==> config.mk <==
export PLATFORM = sky130hd
export DESIGN_NAME = longest_prefix_route_lookup_unit
export DESIGN_NICKNAME = d
export VERILOG_FILES = /design/src/design/lprl_pkg.sv /design/src/design/lprl_cell.sv /design/src/design/longest_prefix_route_lookup_unit.sv
export VERILOG_INCLUDE_DIRS = /design/src /design/src/design
export SDC_FILE = /design/constraint.sdc
export NUM_CORES = 2
export LEC_CHECK = 0
export ABC_AREA = 1
export BUFFER_PORTS_ARGS = -buffer_cell sky130_fd_sc_hd__buf_2
export CORE_MARGIN = 2
export CORE_UTILIZATION = 30
export CTS_CLUSTER_DIAMETER = 120
export DETAILED_ROUTE_END_ITERATION = 8
export GPL_TIMING_DRIVEN = 0
export PLACE_DENSITY = 0.49
export REMOVE_ABC_BUFFERS = 1
export SLEW_MARGIN = 20
export SYNTH_ARGS = -nofsm -noshare
export SYNTH_HDL_FRONTEND = slang
export SYNTH_HIERARCHICAL = 1
export SYNTH_SLANG_ARGS = --single-unit
==> constraint.sdc <==
create_clock -name clk -period 7.5 [get_ports clk]
set_clock_uncertainty 0.15 [all_clocks]
set_input_delay 1.5 -clock clk [delete_from_list [all_inputs] [get_ports clk]]
set_output_delay 1.5 -clock clk [all_outputs]
set_load 0.05 [all_outputs]
==> src/design/longest_prefix_route_lookup_unit_defines.svh <==
// ---------------------------------------------------------------------------
// longest_prefix_route_lookup_unit_defines
// assertion macros used by the route lookup top module
// ---------------------------------------------------------------------------
`ifndef LONGEST_PREFIX_ROUTE_LOOKUP_UNIT_DEFINES_SVH
`define LONGEST_PREFIX_ROUTE_LOOKUP_UNIT_DEFINES_SVH

// same-cycle implication, checked on every rising clock edge outside reset
`define LPRL_ASSERT_IMP(lbl, ante, cons, msg) \
    lbl: assert property (@(posedge clk) disable iff (!rst_n) (ante) |-> (cons)) \
        else $error(msg);

// next-cycle implication, checked on every rising clock edge outside reset
`define LPRL_ASSERT_NXT(lbl, ante, cons, msg) \
    lbl: assert property (@(posedge clk) disable iff (!rst_n) (ante) |=> (cons)) \
        else $error(msg);

`endif

==> src/design/lprl_pkg.sv <==
// ---------------------------------------------------------------------------
// lprl_pkg
// types and constants of the longest prefix route lookup unit
// ---------------------------------------------------------------------------
package lprl_pkg;

    localparam int TABLE_ENTRIES = 16;
    localparam int PORT_COUNT    = 4;
    localparam int ADDR_W        = 32;
    localparam int IDX_W         = 4;
    localparam int PORT_W        = 2;

    // transaction function codes
    localparam logic FUNC_WRITE  = 1'b0;
    localparam logic FUNC_LOOKUP = 1'b1;

    localparam logic [ADDR_W-1:0] NO_GATEWAY = 32'h0000_0000;

    typedef logic [IDX_W-1:0]  lprl_idx_t;
    typedef logic [PORT_W-1:0] lprl_port_t;
    typedef logic [ADDR_W-1:0] lprl_addr_t;

    typedef struct packed {
        logic       func;
        lprl_idx_t  entry_index;
        logic       entry_valid;
        lprl_addr_t route_prefix;
        lprl_addr_t route_mask;
        lprl_addr_t route_gateway;
        lprl_port_t route_port;
        lprl_addr_t lookup_address;
    } lprl_req_t;

    typedef struct packed {
        logic       found;
        lprl_idx_t  match_index;
        lprl_addr_t match_mask;
        lprl_addr_t next_hop;
        lprl_port_t out_port;
    } lprl_rsp_t;

    // table write broadcast to every cell
    typedef struct packed {
        logic       en;
        lprl_idx_t  index;
        logic       valid;
        lprl_addr_t prefix;
        lprl_addr_t mask;
        lprl_addr_t gateway;
        lprl_port_t port;
    } lprl_wr_t;

    // lookup token handed from cell to cell
    typedef struct packed {
        logic       active;
        lprl_addr_t addr;
        logic       hit;
        lprl_idx_t  idx;
        lprl_addr_t mask;
        lprl_addr_t gateway;
        lprl_port_t port;
    } lprl_scan_t;

    typedef enum logic {
        ST_IDLE,
        ST_SCAN
    } lprl_state_t;

    function automatic lprl_port_t clamp_port(input lprl_port_t raw);
        lprl_port_t p;
        p = raw;
        if (int'(raw) >= PORT_COUNT)
        begin
            p = PORT_W'(PORT_COUNT - 1);
        end
        return p;
    endfunction

endpackage

==> src/design/lprl_cell.sv <==
// ---------------------------------------------------------------------------
// lprl_cell
// one routing table slot and one compare step of the lookup chain
// ---------------------------------------------------------------------------
module lprl_cell (
    input  logic                clk,
    input  logic                rst_n,
    input  lprl_pkg::lprl_idx_t  cell_id,
    input  lprl_pkg::lprl_wr_t   wr,
    input  lprl_pkg::lprl_scan_t scan_in,
    output lprl_pkg::lprl_scan_t scan_out
);
    import lprl_pkg::*;

    logic       valid_reg;
    lprl_addr_t prefix_reg;
    lprl_addr_t mask_reg;
    lprl_addr_t gateway_reg;
    lprl_port_t port_reg;
    logic       active_reg;
    lprl_scan_t scan_reg;
    lprl_scan_t scan_next;
    logic       wr_hit;
    logic       match;

    assign wr_hit = wr.en && (wr.index == cell_id);

    // slot storage
    always_ff @(posedge clk or negedge rst_n)
    begin
        if (!rst_n)
        begin
            valid_reg <= 1'b0;
        end
        else if (wr_hit)
        begin
            valid_reg <= wr.valid;
        end
    end

    always_ff @(posedge clk)
    begin
        if (wr_hit)
        begin
            prefix_reg  <= wr.prefix;
            mask_reg    <= wr.mask;
            gateway_reg <= wr.gateway;
            port_reg    <= wr.port;
        end
    end

    // compare step, ascending slot order keeps the lowest index on a tie
    always_comb
    begin
        match = valid_reg
             && ((scan_in.addr & mask_reg) == (prefix_reg & mask_reg))
             && (!scan_in.hit || (mask_reg > scan_in.mask));
        scan_next = scan_in;
        if (match)
        begin
            scan_next.hit     = 1'b1;
            scan_next.idx     = cell_id;
            scan_next.mask    = mask_reg;
            scan_next.gateway = gateway_reg;
            scan_next.port    = port_reg;
        end
    end

    always_ff @(posedge clk or negedge rst_n)
    begin
        if (!rst_n)
        begin
            active_reg <= 1'b0;
        end
        else
        begin
            active_reg <= scan_in.active;
        end
    end

    always_ff @(posedge clk)
    begin
        scan_reg <= scan_next;
    end

    always_comb
    begin
        scan_out        = scan_reg;
        scan_out.active = active_reg;
    end

endmodule

==> src/design/longest_prefix_route_lookup_unit.sv <==
// ---------------------------------------------------------------------------
// longest_prefix_route_lookup_unit
// ipv4 longest prefix match over a chain of routing table cells
// ---------------------------------------------------------------------------
// usage
//   req carries one transaction on req_valid / req_ready: func selects a
//   table write or an address lookup. rsp returns exactly one transaction
//   per request on rsp_valid / rsp_ready.
//   a write updates its slot in the accepting cycle and its all-zero
//   response is registered then and valid in the following cycle.
//   a lookup token walks the row of TABLE_ENTRIES cells, one cell per
//   cycle; the length of that row sets the lookup time: the response is
//   registered after the token leaves the last cell, and the next request
//   can be taken once the control is back in idle.
//   only one transaction is in flight; req_ready is low during a walk.
//   the response sits in an output register, so req can be taken in the
//   same cycle that a pending response is taken.
//   if the receiver stalls, the response holds and req_ready stays low
//   until rsp_ready returns.
//   reset clears all slot valid marks at once; no clearing pass is needed.
// ---------------------------------------------------------------------------
`include "longest_prefix_route_lookup_unit_defines.svh"

module longest_prefix_route_lookup_unit (
    input  logic                clk,
    input  logic                rst_n,
    input  logic                req_valid,
    output logic                req_ready,
    input  lprl_pkg::lprl_req_t  req,
    output logic                rsp_valid,
    input  logic                rsp_ready,
    output lprl_pkg::lprl_rsp_t  rsp
);
    import lprl_pkg::*;

    lprl_state_t state_reg;
    lprl_state_t state_next;
    logic        rsp_valid_reg;
    logic        rsp_valid_next;
    lprl_rsp_t   rsp_reg;
    lprl_rsp_t   rsp_next;
    logic        req_accept;
    lprl_wr_t    wr;
    lprl_scan_t  scan_head;
    lprl_scan_t  scan_link [0:TABLE_ENTRIES];
    logic [TABLE_ENTRIES-1:0] cell_active;
    lprl_scan_t  scan_done;

    assign req_accept = req_valid && req_ready;

    // write broadcast, out-of-range slots are dropped
    always_comb
    begin
        wr.en      = req_accept && (req.func == FUNC_WRITE)
                  && (int'(req.entry_index) < TABLE_ENTRIES);
        wr.index   = req.entry_index;
        wr.valid   = req.entry_valid;
        wr.prefix  = req.route_prefix;
        wr.mask    = req.route_mask;
        wr.gateway = req.route_gateway;
        wr.port    = clamp_port(req.route_port);
    end

    // lookup token entering the first cell
    always_comb
    begin
        scan_head         = '0;
        scan_head.active  = req_accept && (req.func == FUNC_LOOKUP);
        scan_head.addr    = req.lookup_address;
    end

    assign scan_link[0] = scan_head;

    // the row of cells, each owns one slot
    for (genvar g = 0; g < TABLE_ENTRIES; g++)
    begin : g_cell
        lprl_cell u_cell (
            .clk      (clk),
            .rst_n    (rst_n),
            .cell_id  (IDX_W'(g)),
            .wr       (wr),
            .scan_in  (scan_link[g]),
            .scan_out (scan_link[g+1])
        );
        assign cell_active[g] = scan_link[g+1].active;
    end

    assign scan_done = scan_link[TABLE_ENTRIES];

    // control: idle takes requests, scan waits for the token to leave
    always_ff @(posedge clk or negedge rst_n)
    begin
        if (!rst_n)
        begin
            state_reg     <= ST_IDLE;
            rsp_valid_reg <= 1'b0;
        end
        else
        begin
            state_reg     <= state_next;
            rsp_valid_reg <= rsp_valid_next;
        end
    end

    always_ff @(posedge clk)
    begin
        rsp_reg <= rsp_next;
    end

    always_comb
    begin
        state_next     = state_reg;
        req_ready      = 1'b0;
        rsp_valid_next = rsp_valid_reg && !rsp_ready;
        rsp_next       = rsp_reg;
        case (state_reg)
            ST_IDLE:
            begin
                req_ready = !rsp_valid_reg || rsp_ready;
                if (req_accept)
                begin
                    if (req.func == FUNC_LOOKUP)
                    begin
                        state_next = ST_SCAN;
                    end
                    else
                    begin
                        // write response is all zero
                        rsp_valid_next = 1'b1;
                        rsp_next       = '0;
                    end
                end
            end
            ST_SCAN:
            begin
                if (scan_done.active)
                begin
                    state_next     = ST_IDLE;
                    rsp_valid_next = 1'b1;
                    rsp_next       = '0;
                    if (scan_done.hit)
                    begin
                        rsp_next.found       = 1'b1;
                        rsp_next.match_index = scan_done.idx;
                        rsp_next.match_mask  = scan_done.mask;
                        rsp_next.next_hop    = (scan_done.gateway == NO_GATEWAY)
                                             ? scan_done.addr : scan_done.gateway;
                        rsp_next.out_port    = scan_done.port;
                    end
                end
            end
            default:
            begin
                state_next = ST_IDLE;
            end
        endcase
    end

    assign rsp_valid = rsp_valid_reg;
    assign rsp       = rsp_reg;

    // checks
    `LPRL_ASSERT_IMP(a_one_token, 1'b1, $onehot0(cell_active),
        "more than one lookup token in the cell row")
    `LPRL_ASSERT_IMP(a_token_scan, (cell_active != '0), (state_reg == ST_SCAN),
        "lookup token present outside a scan")
    `LPRL_ASSERT_NXT(a_done_rsp, (state_reg == ST_SCAN) && scan_done.active,
        rsp_valid && (state_reg == ST_IDLE),
        "finished lookup did not load the response register")
    `LPRL_ASSERT_NXT(a_lookup_start, req_accept && (req.func == FUNC_LOOKUP),
        scan_link[1].active,
        "accepted lookup did not enter the first cell")
    `LPRL_ASSERT_IMP(a_miss_zero, rsp_valid && !rsp.found,
        (rsp.match_index == '0) && (rsp.match_mask == '0)
        && (rsp.next_hop == '0) && (rsp.out_port == '0),
        "response without a match carries nonzero fields")

endmodule

==> results.py <==
metrics = {
    "place": {
        "gp_congestion": 0.848,
        "place_inst": 17077,
        "port_buffers": 212,
        "place_hpwl_um": 231000,
        "place_area_mm2": 0.132,
    },
    "setup_path": {
        "crit_type": "in2out",
        "r2r_end": "g_cell[3].u_cell/scan_out[63]$_DFF_P_",
        "startpoint_type": "input pin",
        "path_cells": "buf_2 > nor2_1 > nor2_1 > buf_2",
        "arrival_ns": 2.02,
        "crit_fanout": 2,
        "rrSetupSlack_ns": 3.88,
        "reg2reg_from": "g_cell[3].u_cell/mask_reg[24]$_DFFE_PP_",
        "path_buf_inv": 2,
        "crit_start": "rsp_ready",
        "cpPeakStageDelay_ns": 0.28,
        "cp_top_family": "buffers and inverters",
        "endpoint_kind": "primary output",
        "required_ns": 5.85,
        "reg2regPathDepth": 11,
        "cpMaxStageDelayCell": "buf_2",
    },
    "layout": {
        "fin_cells": 17764,
        "final.fill_count": 40502,
        "nNetsFinal": 12652,
        "drive_gt1_share_pct": 7.85,
        "largest_reg_flops": 1648,
        "fin_area_mm2": 0.144,
        "area_delta_synth_final_pct": 17.4,
    },
    "timing": {
        "worstMarginPinSlew_ns": 3.22,
        "setup_viol": 0,
        "fin_crit_ns": 3.67,
        "maxSlewHeadroom_pct": -115,
        "timing.setup.tns_ns": 0,
        "rsz0062_at_grt": "false",
        "fmax_mhz": 273,
        "slew_violations": 72,
        "finalHoldViolations": 0,
        "fin_crit_sh_pct": 48.9,
    },
    "logic_synthesis": {
        "synth_edf_count": 1639,
        "synthCells": 11452,
        "synthTopCellsByCount": "nand2_1, dfxtp_1, edfxtp_1",
        "ys_seq_elements": 3321,
        "synth-main-ff-cell": "dfxtp_1",
        "ys_seq_area_share_pct": 67.6,
        "synthTopCellsByArea": "edfxtp_1, dfxtp_1, nand2_1",
        "synth_most_common_cell": "nand2_1",
        "ys_types": 33,
        "yosysTopAreaCell": "edfxtp_1",
        "syn-cell-area_mm2": 0.123,
        "synth_top_area_share_pct": 40.1,
        "synthArstFlopShare_pct": 1.02,
        "yosysWarnings": 6,
        "avgSynthCellArea_um2": 10.7,
    },
    "clock_tree": {
        "h-tree-depth": 5,
        "cts-root-buf": "clkbuf_16",
        "cts_setup_buffers": 0,
        "clkLatencyLatePin_ns": 0.95,
        "cts_buffer_depth": 4,
        "clkSlewWorstSetupHoldPaths_ns": 0.06,
        "cts_tree": "yes",
        "cts_resized": 0,
        "clock-sinks": 3321,
        "numCtsBuffers": 349,
        "ctsHoldBuffers": 0,
    },
    "floorplanning": {
        "die_h_um": 644,
        "core_mm2": 0.407,
        "row_count": 234,
        "fp.dieArea_mm2": 0.415,
        "initial_core_util_pct": 30.2,
        "die_w_um": 644,
        "ios": 213,
    },
    "worst_hold_path": {
        "hold_end": "g_cell[8].u_cell/scan_out[102]$_DFF_P_",
        "hold_depth": 0,
        "min_path_type": "reg2reg",
        "hold_path_startpoint": "g_cell[7].u_cell/scan_out[102]$_DFF_P_",
    },
    "detailed_routing": {
        "wl_per_cell_um": 17.6,
        "finalWirelength_um": 312000,
        "drt_first_pass_iters": 5,
        "drcViolationCount": 0,
        "via_count": 75669,
        "drtIter0Drc": 5248,
        "avgViaCountPerCell": 4.26,
        "ant_nets": 0,
    },
    "pwr": {
        "peakVddDrop_uv": 248,
        "finalPower_w": 0.0394,
        "power.leakage_nw": 61.1,
        "powerDensity_mw_per_mm2": 273,
    },
    "global_route": {
        "antenna_found_initial": 29,
        "grt_max_degree": 78,
        "track_usage_pct": 14.7,
        "grt_first_pass_wirelength_um": 466000,
        "grt_pass1_vias": 71400,
        "overflow": 0,
    },
    "flow_run": {
        "cap_violations": 0,
    },
    "outcome": {
        "violations": "max-slew violations",
        "status": "complete, but fails checks",
    },
}
[logic make-up (layout without fill, tap and decap cells)]
| kind of cell | count (synthesis) | count (layout) | share of synthesized area [%] |
|---|---|---|---|
| other cells | 2 | 301 | 0.00611 |
| fa+ha+maj | 512 | 512 | 5.22 |
| buf+inv | 1169 | 1754 | 3.97 |
| xor+xnor | 16 | 16 | 0.114 |
| compound gates | 1112 | 1112 | 5.01 |
| flops | 3321 | 3321 | 67.6 |
| simple gates | 5320 | 5320 | 18.1 |
[cells in the final DEF, fill, tap and decap left out, types with 50 or more instances in the layout]
cell type and n:
o21ai_0 432, buf_2 211, nand3_1 1237, nand2_1 3271, ha_1 512, clkbuf_1 77
nor2_1 530, clkbuf_8 55, nand4_1 80, conb_1 264, a21boi_0 123, a21o_1 64
o22ai_1 50, clkinv_2 64, dfxtp_1 1648, a21oi_1 411, inv_1 787, clkbuf_16 357
buf_16 59, edfxtp_1 1639
[cell type report]
| type | instances | area [um2] | area share (%) |
|---|---|---|---|
| diodes | 37 | 92.6 | 0.0642 |
| clock buffers | 489 | 9980 | 6.92 |
| clock inverters | 161 | 1780 | 1.24 |
| inverters | 804 | 3100 | 2.15 |
| multi-input cells | 7224 | 36100 | 25.1 |
| flip-flops and latches | 3321 | 83100 | 57.6 |
| well taps | 5428 | 6790 | 4.71 |
| repair buffers | 300 | 3270 | 2.27 |
[report_power, final]
group,total [W],internal (W),switching (W)
Combinational,0.00187,0.000512,0.00136
Clock,0.0175,0.0103,0.00724
Sequential,0.0200,0.0197,0.000335
Total,0.0394,0.0305,0.00893
[worst register-to-register path: stages (launching register included)]
cell	delay, ns
edfxtp_1	0.47
o21ai_0	0.12
o22ai_1	0.10
nor3_1	0.48
nand3_1	0.22
nor2_4	0.65
buf_12	0.27
buf_12	0.24
nand2_4	0.25
buf_16	0.29
nand2_1	0.20
nand2_1	0.07
[routing by layer]
| layer | global-route usage [%] | vias to the layer above | share of wire [%] |
|---|---|---|---|
| li1 | - | 39423 | - |
| met1 | 22.0 | 34313 | 51 |
| met2 | 21.9 | 1417 | 41 |
| met3 | 1.70 | 514 | 3.6 |
| met4 | 5.13 | 2 | 3.6 |
| met5 | 0 | - | 0.0045 |
[worst max path at each step]
stage	slack (ns)	cells past startpoint	end
after global routing	3.71	11	g_cell[3].u_cell/scan_out[63]$_DFF_P_
after floorplan	0.74	6	rsp[0]$_SDFFCE_PN0P_
final	3.83	4	req_ready
after detailed placement	3.10	12	g_cell[0].u_cell/scan_out[6]$_DFF_P_
after CTS	3.82	4	req_ready
after global placement	-1.78	7	rsp[29]$_SDFFCE_PN0P_
[metrics by stage]
step | setup WS, ns | util (%) | hold slack [ns]
CTS | 3.82 | 35.4 | 0.190
global placement | -1.78 | 31.9 | 0.185
floorplan | 0.744 | - | 0.181
detailed placement | 3.10 | 32.5 | 0.187
global route | 3.71 | 35.4 | 0.200
finish | 3.83 | 35.4 | 0.198
(Power assumes the default switching activity.)
